## src/fpad_pkg.sv

```systemverilog
// Shared types and constants for the packet framer with padding.
package fpad_pkg;

   localparam int unsigned MAX_PAD_BLOCK_DEF = 16;
   localparam int unsigned PAD_W  = 7;  // holds an effective pad block, at most 31
   localparam int unsigned PADS_W = 6;  // pad run length, below the pad block
   localparam int unsigned POS_W  = 7;  // position within one run of bytes

   localparam logic [7:0] BYTE_ZERO = 8'h00;
   localparam logic [7:0] BYTE_FILL = 8'h55;

   localparam logic [7:0] PREAMBLE_RESET  = 8'd0;
   localparam logic [4:0] PAD_BLOCK_RESET = 5'd8;

   // Register indexes of the control port.
   localparam logic CSR_PREAMBLE  = 1'b0;
   localparam logic CSR_PAD_BLOCK = 1'b1;

   // Positions in the byte run of one request.
   localparam logic [POS_W-1:0] POS_LEAD = 7'd0;
   localparam logic [POS_W-1:0] POS_PRE0 = 7'd1;
   localparam logic [POS_W-1:0] POS_PRE1 = 7'd2;
   localparam logic [POS_W-1:0] POS_LEN  = 7'd3;
   localparam logic [POS_W-1:0] POS_DATA = 7'd4;
   localparam logic [POS_W-1:0] POS_TRL0 = 7'd5;
   localparam logic [POS_W-1:0] POS_TRL1 = 7'd6;
   localparam logic [POS_W-1:0] POS_TRL2 = 7'd7;

   typedef struct packed {
      logic              has_hdr;
      logic              has_data;
      logic              has_trl;
      logic [7:0]        preamble;
      logic [7:0]        length;
      logic [7:0]        data;
      logic [PADS_W-1:0] pads;
   } plan_type;

   typedef struct packed {
      logic run_busy;
      logic run_done;
   } seq_status_type;

endpackage

```

## src/fpad_plan.sv

```systemverilog
// Frame state and per-request planning of the byte run.
module fpad_plan #(
   parameter int unsigned MAX_PAD_BLOCK = fpad_pkg::MAX_PAD_BLOCK_DEF
) (
   input  logic               clock,
   input  logic               reset,
   input  logic               accept,
   input  logic [7:0]         payload_byte,
   input  logic [7:0]         packet_length,
   input  logic               last_item,
   input  logic [7:0]         preamble_byte,
   input  logic [4:0]         pad_block,
   output fpad_pkg::plan_type plan
);
   import fpad_pkg::*;

   localparam int unsigned PH_W = $clog2(MAX_PAD_BLOCK + 1);
   localparam logic [PAD_W-1:0] MAX_BLK = PAD_W'(MAX_PAD_BLOCK);

   logic            in_frame_ff, in_frame_in;
   logic [7:0]      count_ff, count_in;
   logic [7:0]      flen_ff, flen_in;
   logic [PH_W-1:0] phase_ff, phase_in;

   logic [PAD_W-1:0] eff_blk;
   logic [PAD_W-1:0] phase_inc;
   logic [PAD_W-1:0] trl_phase;
   logic [PH_W-1:0]  phase_base;
   logic [PH_W-1:0]  phase_new;
   logic [7:0]       count_new;
   logic [7:0]       flen_use;
   logic             start, empty, frame_end;

   always_comb begin
      eff_blk = {2'b00, pad_block};
      if (eff_blk == '0) begin
         eff_blk = PAD_W'(1);
      end else if (eff_blk > MAX_BLK) begin
         eff_blk = MAX_BLK;
      end

      start      = !in_frame_ff;
      empty      = start && (packet_length == 8'd0);
      phase_base = start ? '0 : phase_ff;
      count_new  = (start ? 8'd0 : count_ff) + 8'd1;
      flen_use   = start ? packet_length : flen_ff;

      // Wrap the phase at the pad block; an out-of-range phase wraps too.
      phase_inc = PAD_W'(phase_base) + PAD_W'(1);
      phase_new = (phase_inc >= eff_blk) ? '0 : PH_W'(phase_inc);

      frame_end = empty || last_item || (count_new == flen_use);
      trl_phase = empty ? '0 : PAD_W'(phase_new);

      plan.has_hdr  = start;
      plan.has_data = !empty;
      plan.has_trl  = frame_end;
      plan.preamble = preamble_byte;
      plan.length   = packet_length;
      plan.data     = payload_byte;
      plan.pads     = '0;
      if (trl_phase != '0 && trl_phase < eff_blk) begin
         plan.pads = PADS_W'(eff_blk - trl_phase);
      end

      in_frame_in = in_frame_ff;
      count_in    = count_ff;
      flen_in     = flen_ff;
      phase_in    = phase_ff;
      if (accept) begin
         in_frame_in = !frame_end;
         count_in    = empty ? 8'd0 : count_new;
         flen_in     = flen_use;
         phase_in    = empty ? '0 : phase_new;
      end
   end

   always_ff @(posedge clock) begin
      if (reset) begin
         in_frame_ff <= 1'b0;
         count_ff    <= '0;
         flen_ff     <= '0;
         phase_ff    <= '0;
      end else begin
         in_frame_ff <= in_frame_in;
         count_ff    <= count_in;
         flen_ff     <= flen_in;
         phase_ff    <= phase_in;
      end
   end

endmodule

```

## src/fpad_seq.sv

```systemverilog
// Run register, byte sequencer and result register.
module fpad_seq (
   input  logic                     clock,
   input  logic                     reset,
   input  logic                     load,
   input  fpad_pkg::plan_type       plan_in,
   output logic                     req_stall,
   output logic                     rsp_valid,
   input  logic                     rsp_stall,
   output logic [7:0]               rsp_out_byte,
   output logic                     rsp_last_of_run,
   output logic                     rsp_end_of_frame,
   output fpad_pkg::seq_status_type status
);
   import fpad_pkg::*;

   logic             run_valid_ff, run_valid_in;
   plan_type         run_ff, run_in;
   logic [POS_W-1:0] pos_ff, pos_in;

   logic             rsp_valid_ff, rsp_valid_in;
   logic [7:0]       byte_ff, byte_in;
   logic             last_ff, last_in;
   logic             eof_ff, eof_in;

   logic             out_free, fire, at_end;
   logic [POS_W-1:0] end_pos, next_pos;
   logic [7:0]       cur_byte;

   always_comb begin
      out_free = !rsp_valid_ff || !rsp_stall;
      fire     = run_valid_ff && out_free;
      end_pos  = run_ff.has_trl ? (POS_TRL2 + POS_W'(run_ff.pads)) : POS_DATA;
      at_end   = (pos_ff == end_pos);
      // Skip the data slot for an empty packet.
      next_pos = (pos_ff == POS_LEN && !run_ff.has_data) ? POS_TRL0 : pos_ff + POS_W'(1);

      case (pos_ff)
         POS_LEAD: cur_byte = BYTE_ZERO;
         POS_PRE0: cur_byte = run_ff.preamble;
         POS_PRE1: cur_byte = run_ff.preamble;
         POS_LEN:  cur_byte = run_ff.length;
         POS_DATA: cur_byte = run_ff.data;
         POS_TRL0: cur_byte = BYTE_ZERO;
         POS_TRL1: cur_byte = BYTE_ZERO;
         default:  cur_byte = BYTE_FILL;
      endcase

      req_stall = run_valid_ff && !(fire && at_end);

      run_valid_in = run_valid_ff;
      run_in       = run_ff;
      pos_in       = pos_ff;
      if (load) begin
         run_valid_in = 1'b1;
         run_in       = plan_in;
         pos_in       = plan_in.has_hdr ? POS_LEAD : POS_DATA;
      end else if (fire && at_end) begin
         run_valid_in = 1'b0;
      end else if (fire) begin
         pos_in = next_pos;
      end

      rsp_valid_in = rsp_valid_ff;
      byte_in      = byte_ff;
      last_in      = last_ff;
      eof_in       = eof_ff;
      if (fire) begin
         rsp_valid_in = 1'b1;
         byte_in      = cur_byte;
         last_in      = at_end;
         eof_in       = at_end && run_ff.has_trl;
      end else if (!rsp_stall) begin
         rsp_valid_in = 1'b0;
      end

      status.run_busy = run_valid_ff;
      status.run_done = fire && at_end;
   end

   always_ff @(posedge clock) begin
      if (reset) begin
         run_valid_ff <= 1'b0;
         rsp_valid_ff <= 1'b0;
      end else begin
         run_valid_ff <= run_valid_in;
         rsp_valid_ff <= rsp_valid_in;
      end
   end

   always_ff @(posedge clock) begin
      run_ff  <= run_in;
      pos_ff  <= pos_in;
      byte_ff <= byte_in;
      last_ff <= last_in;
      eof_ff  <= eof_in;
   end

   assign rsp_valid        = rsp_valid_ff;
   assign rsp_out_byte     = byte_ff;
   assign rsp_last_of_run  = last_ff;
   assign rsp_end_of_frame = eof_ff;

endmodule

```

## src/packet_framer_with_padding.sv

```systemverilog
// An accepted request is registered in the run register; its first byte then goes
// through the result register. Throughput: one result byte per cycle unless the
// output stalls; an N-byte request stalls the request port until its last byte, so
// payload requests in a frame go at one per cycle; the byte sequencer sets that rate.
// Reset (synchronous): no frame open, nothing queued, preamble 0, pad block 8.
module packet_framer_with_padding #(
   parameter int unsigned MAX_PAD_BLOCK = fpad_pkg::MAX_PAD_BLOCK_DEF
) (
   input  logic       clock,
   input  logic       reset,
   input  logic       req_valid,
   output logic       req_stall,
   input  logic [7:0] req_payload_byte,
   input  logic [7:0] req_packet_length,
   input  logic       req_last_item,
   output logic       rsp_valid,
   input  logic       rsp_stall,
   output logic [7:0] rsp_out_byte,
   output logic       rsp_last_of_run,
   output logic       rsp_end_of_frame,
   input  logic       csr_valid,
   output logic       csr_ready,
   input  logic       csr_index,
   input  logic [7:0] csr_data
);
   import fpad_pkg::*;

   logic [7:0]     preamble_ff, preamble_in;
   logic [4:0]     pad_block_ff, pad_block_in;
   logic           accept;
   plan_type       plan;
   seq_status_type status;

   always_comb begin
      csr_ready    = 1'b1;
      preamble_in  = preamble_ff;
      pad_block_in = pad_block_ff;
      if (csr_valid && csr_ready) begin
         case (csr_index)
            CSR_PREAMBLE:  preamble_in  = csr_data;
            CSR_PAD_BLOCK: pad_block_in = csr_data[4:0];
            default:       preamble_in  = preamble_ff;
         endcase
      end
      accept = req_valid && !req_stall;
   end

   always_ff @(posedge clock) begin
      if (reset) begin
         preamble_ff  <= PREAMBLE_RESET;
         pad_block_ff <= PAD_BLOCK_RESET;
      end else begin
         preamble_ff  <= preamble_in;
         pad_block_ff <= pad_block_in;
      end
   end

   fpad_plan #(
      .MAX_PAD_BLOCK(MAX_PAD_BLOCK)
   ) u_plan (
      .clock         (clock),
      .reset         (reset),
      .accept        (accept),
      .payload_byte  (req_payload_byte),
      .packet_length (req_packet_length),
      .last_item     (req_last_item),
      .preamble_byte (preamble_ff),
      .pad_block     (pad_block_ff),
      .plan          (plan)
   );

   fpad_seq u_seq (
      .clock            (clock),
      .reset            (reset),
      .load             (accept),
      .plan_in          (plan),
      .req_stall        (req_stall),
      .rsp_valid        (rsp_valid),
      .rsp_stall        (rsp_stall),
      .rsp_out_byte     (rsp_out_byte),
      .rsp_last_of_run  (rsp_last_of_run),
      .rsp_end_of_frame (rsp_end_of_frame),
      .status           (status)
   );

   // A frame always ends on the last byte of a request's run.
   a_eof_ends_run: assert property (@(posedge clock) disable iff (reset)
      rsp_valid && rsp_end_of_frame |-> rsp_last_of_run)
      else $error("end of frame before end of run");

   // Stall the request side only while a run is in progress.
   a_stall_needs_run: assert property (@(posedge clock) disable iff (reset)
      !status.run_busy |-> !req_stall)
      else $error("request stalled with no run in progress");

   // Finishing a run always leaves a result holding the last-of-run flag.
   a_done_marks_last: assert property (@(posedge clock) disable iff (reset)
      status.run_done |=> rsp_valid && rsp_last_of_run)
      else $error("run finished without a last-of-run result");

   a_reset_empty: assert property (@(posedge clock)
      reset |=> !rsp_valid)
      else $error("result valid right after reset");

endmodule
```

## config.mk

```make
export PLATFORM = sky130hd
export DESIGN_NAME = packet_framer_with_padding
export DESIGN_NICKNAME = d
export VERILOG_FILES = /design/src/fpad_pkg.sv /design/src/fpad_plan.sv /design/src/fpad_seq.sv /design/src/packet_framer_with_padding.sv
export SDC_FILE = /design/constraint.sdc
export NUM_CORES = 1
export LEC_CHECK = 0
export ABC_CLOCK_PERIOD_IN_PS = 15200
export BUFFER_PORTS_ARGS = -buffer_cell sky130_fd_sc_hd__buf_4
export CAP_MARGIN = 20
export CORE_MARGIN = 2
export CORE_UTILIZATION = 30
export CTS_CLUSTER_DIAMETER = 200
export DETAILED_ROUTE_END_ITERATION = 8
export GPL_ROUTABILITY_DRIVEN = 0
export GPL_TIMING_DRIVEN = 0
export PLACE_DENSITY = 0.53
export SYNTH_ARGS = -nofsm -noshare
export SYNTH_HDL_FRONTEND = slang
export SYNTH_HIERARCHICAL = 1
export SYNTH_SLANG_ARGS = --single-unit
```

## constraint.sdc

```tcl
create_clock -name clock -period 15.2 [get_ports clock]
set_input_delay 1.52 -clock clock [delete_from_list [all_inputs] [get_ports clock]]
set_output_delay 1.52 -clock clock [all_outputs]
set_load 0.005 [all_outputs]
```

==> results by stage, run 1 <==
Outcome:
- The run finished with clean final reports.

Detailed routing:
- In the final routed layout, each cell accounts on average for about 14 um.
- The per-cell via count in the routed design is ~4.6.
- The total wire length after detailed routing is 10600 um.
- The vias after detailed routing is 3483.
- In this run, the number of DRC markers left after iteration 0 of detailed routing was ~280.
- The first-pass iteration count of the detailed router is 4.
- The total DRC errors in the routed layout is 0.
- The detail route stage leaves a number of antenna-violating nets equal to 0.

Timing:
- The final number of hold-violating endpoints was 0.
- The worst pin sits at a relative slew slack of roughly half.
- The sum of negative setup slack is 0 ns.
- The post-route clock skew is 0.0100 ns.
- The transition time of the tightest slew-check pin is 0.751 ns.
- The number of max-slew violations in the final report came to 0.
- The worst path uses between 20% and 30% of the clock period.
- The highest clock rate is 0.224 GHz.
- The worst-case setup margin in the final layout is approximately 11 ns.
- Setup repair after global routing left no endpoint under its margin.
- The final setup violation count is 0.
- The smallest clock period supported by the final layout is computed as 4.45 ns.

Floorplanning:
- The die is 131 um tall.
- In this run the horizontal extent of the chip is between 100 and 150 um.
- The die covers around 17000 um^2.
- The floorplan core area is 15800 um^2.
- The count of pins on the block boundary is 44.
- The count of standard-cell rows is 46.
- For this configuration, the core starts out at a cell density of slightly above 30%.

Critical path:
- Of all nets on the critical path, the largest fanout is 10.
- The reg-to-reg endpoint is u_seq/run_ff[5].
- The reg-to-reg setup timing slack is around 11 ns.
- STA classifies the critical path endpoint as a flop.
- The worst setup path endpoint is u_seq/run_ff[5].
- The signal arrival time at the worst endpoint is between 4 and 5 ns.
- The worst setup path is of the reg2reg kind.
- Data on the critical path is required at its endpoint by between 15 and 20 ns.
- The launching point of the worst reg2reg path is u_plan/in_frame_ff.
- The critical path starts at u_plan/in_frame_ff.
- The worst setup path is launched from a flop.
- Measured in cells, the most critical reg-to-reg path has a length of 19.

Synthesis:
- The number of nets in the synthesized netlist is around 540.
- The total standard cell area after synthesis is roughly 4800 um^2.
- For this run, the number of Yosys warnings is 6.
- In the synthesized netlist, the number of instances is just under 500.
- A synthesized cell averages approximately 9.9 um^2.

Cells and area:
- Cells with a size suffix above 1 make up 19.2% of the layout.
- The final cell area excluding filler cells is between 5000 and 6000 um^2.
- The number of nets in the layout is 584.
- Once layout is complete, the cells apart from fillers number between 700 and 800.
- The post-synthesis to final-layout area growth is 17.6%.
- The number of antenna diodes is 0.

Global route:
- The remaining global-route overflow is 0.
- The via count of the first global-routing pass was approximately 3400.
- The pin count of the biggest net entering global routing is 35.
- The global router's overall resource usage is about an eighth.
- The number of antenna violations at the first check in global routing is 0.
- The wire length of the first global-routing pass is between 15000 and 20000 um.

Clock network:
- The cell sitting at the root of the clock tree is a clkbuf_16.
- Counting the buffers created by CTS gives 9.
- The largest buffer count on any clock path is 2.
- The number of setup buffers added after CTS is 0.
- Buffers inserted to repair hold after CTS numbered 0.
- The TritonCTS clock tree is yes.
- The clock latency reported for the late side of the worst-skew pair is approximately 0.34 ns.
- The number of gates given a new drive strength after cts is 0.
- The number of clock sinks is 86.
- The register clock-pin slew on the reported worst setup and hold paths is 0.06 ns.
- The H-tree depth is 3.

Power:
- Dividing total power by cell area gives a power density of between 100 and 150 nW/um^2.
- The leakage power summed over all cells is 2.26 nW.
- The peak supply drop is ~0.000060 V.

Run:
- The number of max-cap violations is 0.

Placed design:
- The number of placed instances, taps included, is ~740.
- The total cell area at the placement stage is 5360 um^2.
- At the placement stage, the worst setup path has a slack of around 11 ns.
- The number of port buffers is 34.
- Detailed placement ended at an HPWL of around 8000 um.

Hold path:
- The class of the most critical hold timing path is reg2reg.
-- power by group --
group	total [mW]	internal [mW]	leakage (nW)	switching [mW]
clock	0.214	0.122	0.138	0.0922
combinational	0.102	0.0462	1.35	0.0553
sequential	0.282	0.267	0.771	0.0144
-- sequential cells by signal (all words and copies together), names as in the netlist --
register / cells
u_seq/rsp_out_byte: 8
u_seq/run_ff: 32
u_plan/phase_ff: 5
u_plan/count_ff: 8
preamble_ff: 8
u_seq/run_valid_ff: 1
u_seq/rsp_last_of_run: 1
pad_block_ff: 5
u_seq/rsp_end_of_frame: 1
u_seq/pos_ff: 7
u_plan/flen_ff: 8
u_seq/rsp_valid: 1
u_plan/in_frame_ff: 1
-- through the flow --
stage | power (mW) | util, % | hold slack [ns]
final | 0.598 | 35.8 | 0.476
after global routing | 0.630 | 35.8 | 0.490
after CTS | 0.607 | 35.8 | 0.479
after detailed placement | 0.389 | 34.0 | 0.469
after global placement | 0.385 | 33.8 | 0.463
after floorplan | 0.355 | - | 0.449
-- cell type report --
class	count	area (um^2)
plain buffers	45	284
clock buffers	11	254
clock inverters	5	38.8
fillers	1630	10100
inverters	28	105
multi-input cells	326	2210
flip-flops and latches	86	2210
well taps	216	270
repair buffers	35	275
-- worst min path at each step --
stage                              start        endpoint  slack (ns)  cells past startpoint
after floorplan           preamble_ff[0]  preamble_ff[0]        0.45                      2
after global placement    preamble_ff[1]  preamble_ff[1]        0.46                      2
after detailed placement  preamble_ff[5]  preamble_ff[5]        0.47                      2
after CTS                 preamble_ff[5]  preamble_ff[5]        0.48                      2
after global routing      preamble_ff[1]  preamble_ff[1]        0.49                      2
final                     preamble_ff[5]  preamble_ff[5]        0.48                      2
-- metal layers --
layer  vias to the layer above  global-route usage (%)  share of wire, %
met5                         -                       0                 0
li1                       1793                       -                 -
met1                      1640                    17.2                46
met2                        45                    22.3                50
met3                         5                    2.57               2.8
met4                         0                    4.07              0.96
-- critical path, cell delays in order (launching register included) --
cell and delay (ns):
dfxtp_1 0.31, buf_2 0.21, clkbuf_1 0.41, and2_1 0.21, ha_1 0.18, nand3_1 0.10
xor2_1 0.15, nor2_1 0.21, ha_1 0.27, o21ai_0 0.07, o21a_1 0.26, buf_2 0.25
nand2_1 0.15, ha_1 0.37, nor2b_1 0.15, o21a_1 0.16, o21a_1 0.17, o21ai_0 0.14
nand4b_1 0.24, a311oi_1 0.26
-- cells in the final DEF (no fill, tap or decap), types with 2 or more instances in the layout --
cell         n
xnor2_1     15
ha_1        21
nor3_1      12
and2_1       4
mux2i_1     19
a31oi_1      3
nor2_1      43
nand2_1     39
clkinvlp_4   2
or3_1        6
a21o_1       5
nor2b_1      4
nand2b_1    20
buf_4       61
and2_2       2
dfxtp_1     37
a22oi_1      5
a2111oi_0    2
a21oi_1     26
inv_1       27
nand3_1     15
nor4_1       6
xor2_1      10
nand4b_1     2
nand4bb_1    4
a222oi_1     4
a211oi_1     3
o21a_1       4
clkbuf_1    13
and3_1       4
o21ai_0     10
nor4_2       2
edfxtp_1    49
buf_2        5
and3_2       3
inv_6        2
clkbuf_16   10
(Power assumes the default switching activity.)
==> run 2: changes to the inputs <==
--- a/config.mk
+++ b/config.mk
@@ -5,7 +5,8 @@
 export SDC_FILE = /design/constraint.sdc
 export NUM_CORES = 1
 export LEC_CHECK = 0
-export ABC_CLOCK_PERIOD_IN_PS = 15200
+export ABC_AREA = 1
+export ABC_CLOCK_PERIOD_IN_PS = 3900
 export BUFFER_PORTS_ARGS = -buffer_cell sky130_fd_sc_hd__buf_4
 export CAP_MARGIN = 20
 export CORE_MARGIN = 2
@@ -14,7 +15,7 @@
 export DETAILED_ROUTE_END_ITERATION = 8
 export GPL_ROUTABILITY_DRIVEN = 0
 export GPL_TIMING_DRIVEN = 0
-export PLACE_DENSITY = 0.53
+export PLACE_DENSITY = 0.54
 export SYNTH_ARGS = -nofsm -noshare
 export SYNTH_HDL_FRONTEND = slang
 export SYNTH_HIERARCHICAL = 1
==> constraint.sdc (replaced) <==
create_clock -name clock -period 3.9 [get_ports clock]
set_input_delay 0.39 -clock clock [delete_from_list [all_inputs] [get_ports clock]]
set_output_delay 0.39 -clock clock [all_outputs]
set_load 0.005 [all_outputs]
==> results by stage, run 2 <==
Critical path:
- The kind of end point of the critical path is a flop.
- The worst register-to-register path has a depth of 22.
- The reg-to-reg endpoint is u_seq/run_ff[4].
- The worst setup path is of the reg2reg kind.
- The critical path data required time is 4.00 ns.
- The worst register-to-register path has a setup slack of roughly 0.36 ns.
- The launching point of the worst reg2reg path is u_plan/in_frame_ff.
- The worst setup path is launched from a flop.
- Of all nets on the critical path, the largest fanout is 19.
- The signal arrival time at the worst endpoint is 3.63 ns.

Floorplanning:
- The die is roughly 130 um tall.
- 44 I/O pins were placed.
- The horizontal die dimension is around 130 um.
- The floorplan core area is 16400 um^2.
- The initial utilization of the core area, before any placement, comes to a little under a third.
- The floorplan step defined a die boundary enclosing about 18000 um^2.
- Row generation in the floorplan step produced between 40 and 50 rows.

Clock network:
- The TritonCTS clock tree is yes.
- The clock drives 86 sinks.
- After clock tree synthesis, the setup repair step added 0 buffers.
- The clock latency reported for the late side of the worst-skew pair is between 0.3 and 0.4 ns.
- Buffers inserted during clock tree synthesis total 9.
- The longest clock path from root to sink contains 2 buffers.
- The register clock-pin slew on the reported worst setup and hold paths is approximately 0.07 ns.
- After clock tree synthesis, the flow added hold-fix buffers numbering 0.
- The H-tree depth is 3.
- CTS placed an instance of clkbuf_16 at the clock tree root.

Timing:
- For this run, the top clock speed supported by timing is 0.283 GHz.
- The sum of negative setup slack is 0 ns.
- Setup violations remaining at the end of the flow were counted as 0.
- The post-route clock skew is 0.00588 ns.
- For the pin with the worst max-slew slack, the measured transition is 0.561 ns.
- The number of max-slew violations in the final report came to 0.
- The final critical-path share of the clock period is around 91%.
- The final number of hold-violating endpoints is 0.
- Across all hold checks on the routed design, the worst slack comes to about 0.22 ns.
- Setup repair after global routing left no endpoint under its margin.
- The shortest clock period the worst path allows after layout is between 3 and 4 ns.
- The tightest slew margin relative to the limit is between 60% and 70%.

Run:
- The tool flagged a number of max-cap violations equal to 0.

Cells and area:
- The number of antenna diodes is 0.
- The register with the most flip-flops in the final layout is u_seq/run_ff.
- The final layout contains around 700 nets.
- The most frequent standard cell in the layout excluding fill and tap cells is nand2_1.
- Relative to the synthesized area, the layout overhead comes to 17.9%.
- The register with the most flip-flops in the layout has 32 of them.
- In the layout the commonest cells are nand2_1 (153), inv_1 (84), buf_4 (60).
- Cells with a size suffix above 1 make up between 10% and 20% of the layout.

Power:
- In this run the power density over the cells is 419 nW/um^2.
- Combinational cells account for a little under a fifth of the total power.
- The clock network burns between 30% and 40% of the power.
- In this run the power spent charging and discharging nets is slightly above 0.7 mW.
- Internal power comes to 1.75 mW.
- The leakage power summed over all cells is around 2.6 nW.
- The share of power burned in registers is between 40% and 50%.
- In this run switching power makes up a little under 30% of total power.
- The worst-case IR drop observed on VDD is 0.000223 V.

Synthesis:
- Yosys printed 6 warnings.
- The total standard cell area after synthesis is 4970 um^2.
- After technology mapping, the gate count stands at approximately 620.
- Averaged over all synthesized cells, the footprint is ~8 um^2.
- The synthesized netlist net count is 675.

Detailed routing:
- Dividing the detail-routed via count by the number of cells gives around 4.3.
- The total wire length after detailed routing is 10700 um.
- The first-pass iteration count of the detailed router is 4.
- The average routed wire per standard cell is approximately 12 um.
- The total DRC errors in the routed layout is 0.
- In this run the remaining antenna-violating nets after routing total 0.
- The detailed router finished its first iteration with between 150 and 200 violations.
- The vias after detailed routing is about 3800.

Hold path:
- The hold path startpoint is req_payload_byte[0].
- Along the worst hold path, the cell count comes to 1.
- For hold timing, the worst endpoint is u_seq/run_ff[6].
- The class of the most critical hold timing path is in2reg.

Placed design:
- The half-perimeter wire length of the detailed placement result is about 8300 um.
- The number of port buffers is 33.

Global route:
- The global router's overall resource usage is about an eighth.
- Global routing finished with a remaining overflow of 0.
- Entering global routing, the biggest net connects 24 pins.
- The wire length of the first global-routing pass is ~18000 um.
- The number of antenna violations at the first check in global routing came to 0.
- The via count of the first global-routing pass is about 3800.

Outcome:
- The flow ran to the end, and the final reports show no timing, DRC or antenna violations.
run 2: worst max-delay path by stage:
stage                                   from         endpoint  slack (ns)
after floorplan              u_seq/run_ff[0]  u_seq/pos_ff[0]        0.02
after global placement       u_seq/run_ff[0]  u_seq/pos_ff[1]       -1.56
after detailed placement  u_plan/in_frame_ff  u_seq/run_ff[4]       -0.03
after CTS                 u_plan/in_frame_ff  u_seq/run_ff[4]        0.06
after global routing      u_plan/in_frame_ff  u_seq/run_ff[5]        0.01
final                     u_plan/in_frame_ff  u_seq/run_ff[4]        0.36
run 2: cell type report:
cell class              instances  area (um^2)
repair buffers                 34          275
fillers                      1749        10600
clock inverters                 7         92.6
flip-flops and latches         86         2210
well taps                     220          275
multi-input cells             403         2140
inverters                      92          348
plain buffers                  40          285
clock buffers                   9          225
run 2: per-stage QoR:
| stage | setup slack, ns | util (%) | cells | cell area, um^2 | total power, mW |
|---|---|---|---|---|---|
| 2_1_floorplan | 0.0197 | - | 622 | 4970 | 1.44 |
| 3_3_place_gp | -1.56 | 33.5 | 875 | 5490 | 1.58 |
| 3_5_place_dp | -0.0318 | 33.7 | 876 | 5530 | 1.58 |
| 4_1_cts | 0.0627 | 35.6 | 892 | 5840 | 2.49 |
| 5_1_grt | 0.0120 | 35.7 | 891 | 5850 | 2.60 |
| 6_report | 0.364 | 35.7 | 891 | 5850 | 2.45 |
run 2: repair_timing:
| item | CTS | global route |
|---|---|---|
| resized for setup | 1 | 3 |
| endpoints found under the setup margin | 6 | 6 |
| cloned | 0 | 0 |
run 2: metal layers:
layer / track usage [%] / up-vias / part of all wire [%]
li1: - / 2063 / -
met1: 16.8 / 1714 / 48
met2: 21.8 / 51 / 47
met3: 3.37 / 13 / 4.1
met4: 3.41 / 0 / 1.1
met5: 0 / - / 0
run 2: power by group through the flow:
stage               Clock [mW]  Combinational, mW  Sequential [mW]
finish                   0.900              0.460             1.09
global route             0.962              0.536             1.11
CTS                      0.927              0.467             1.10
detailed placement           0              0.464             1.12
global placement             0              0.458             1.12
floorplan                    0              0.338             1.11
run 2: critical path, cell delays in order (launching register included):
cell      delay (ns)
dfxtp_2         0.41
buf_6           0.21
nand2_1         0.07
inv_1           0.05
ha_1            0.18
xor2_1          0.17
inv_2           0.06
ha_1            0.30
a21oi_1         0.14
nand2_1         0.08
nand2_1         0.06
nand2_1         0.04
nand2_1         0.12
nand2_1         0.11
nor2_2          0.15
inv_1           0.12
ha_4            0.30
nand2_1         0.06
or2_2           0.27
a21oi_1         0.13
a211oi_1        0.07
nand2_2         0.13
nor2_1          0.06
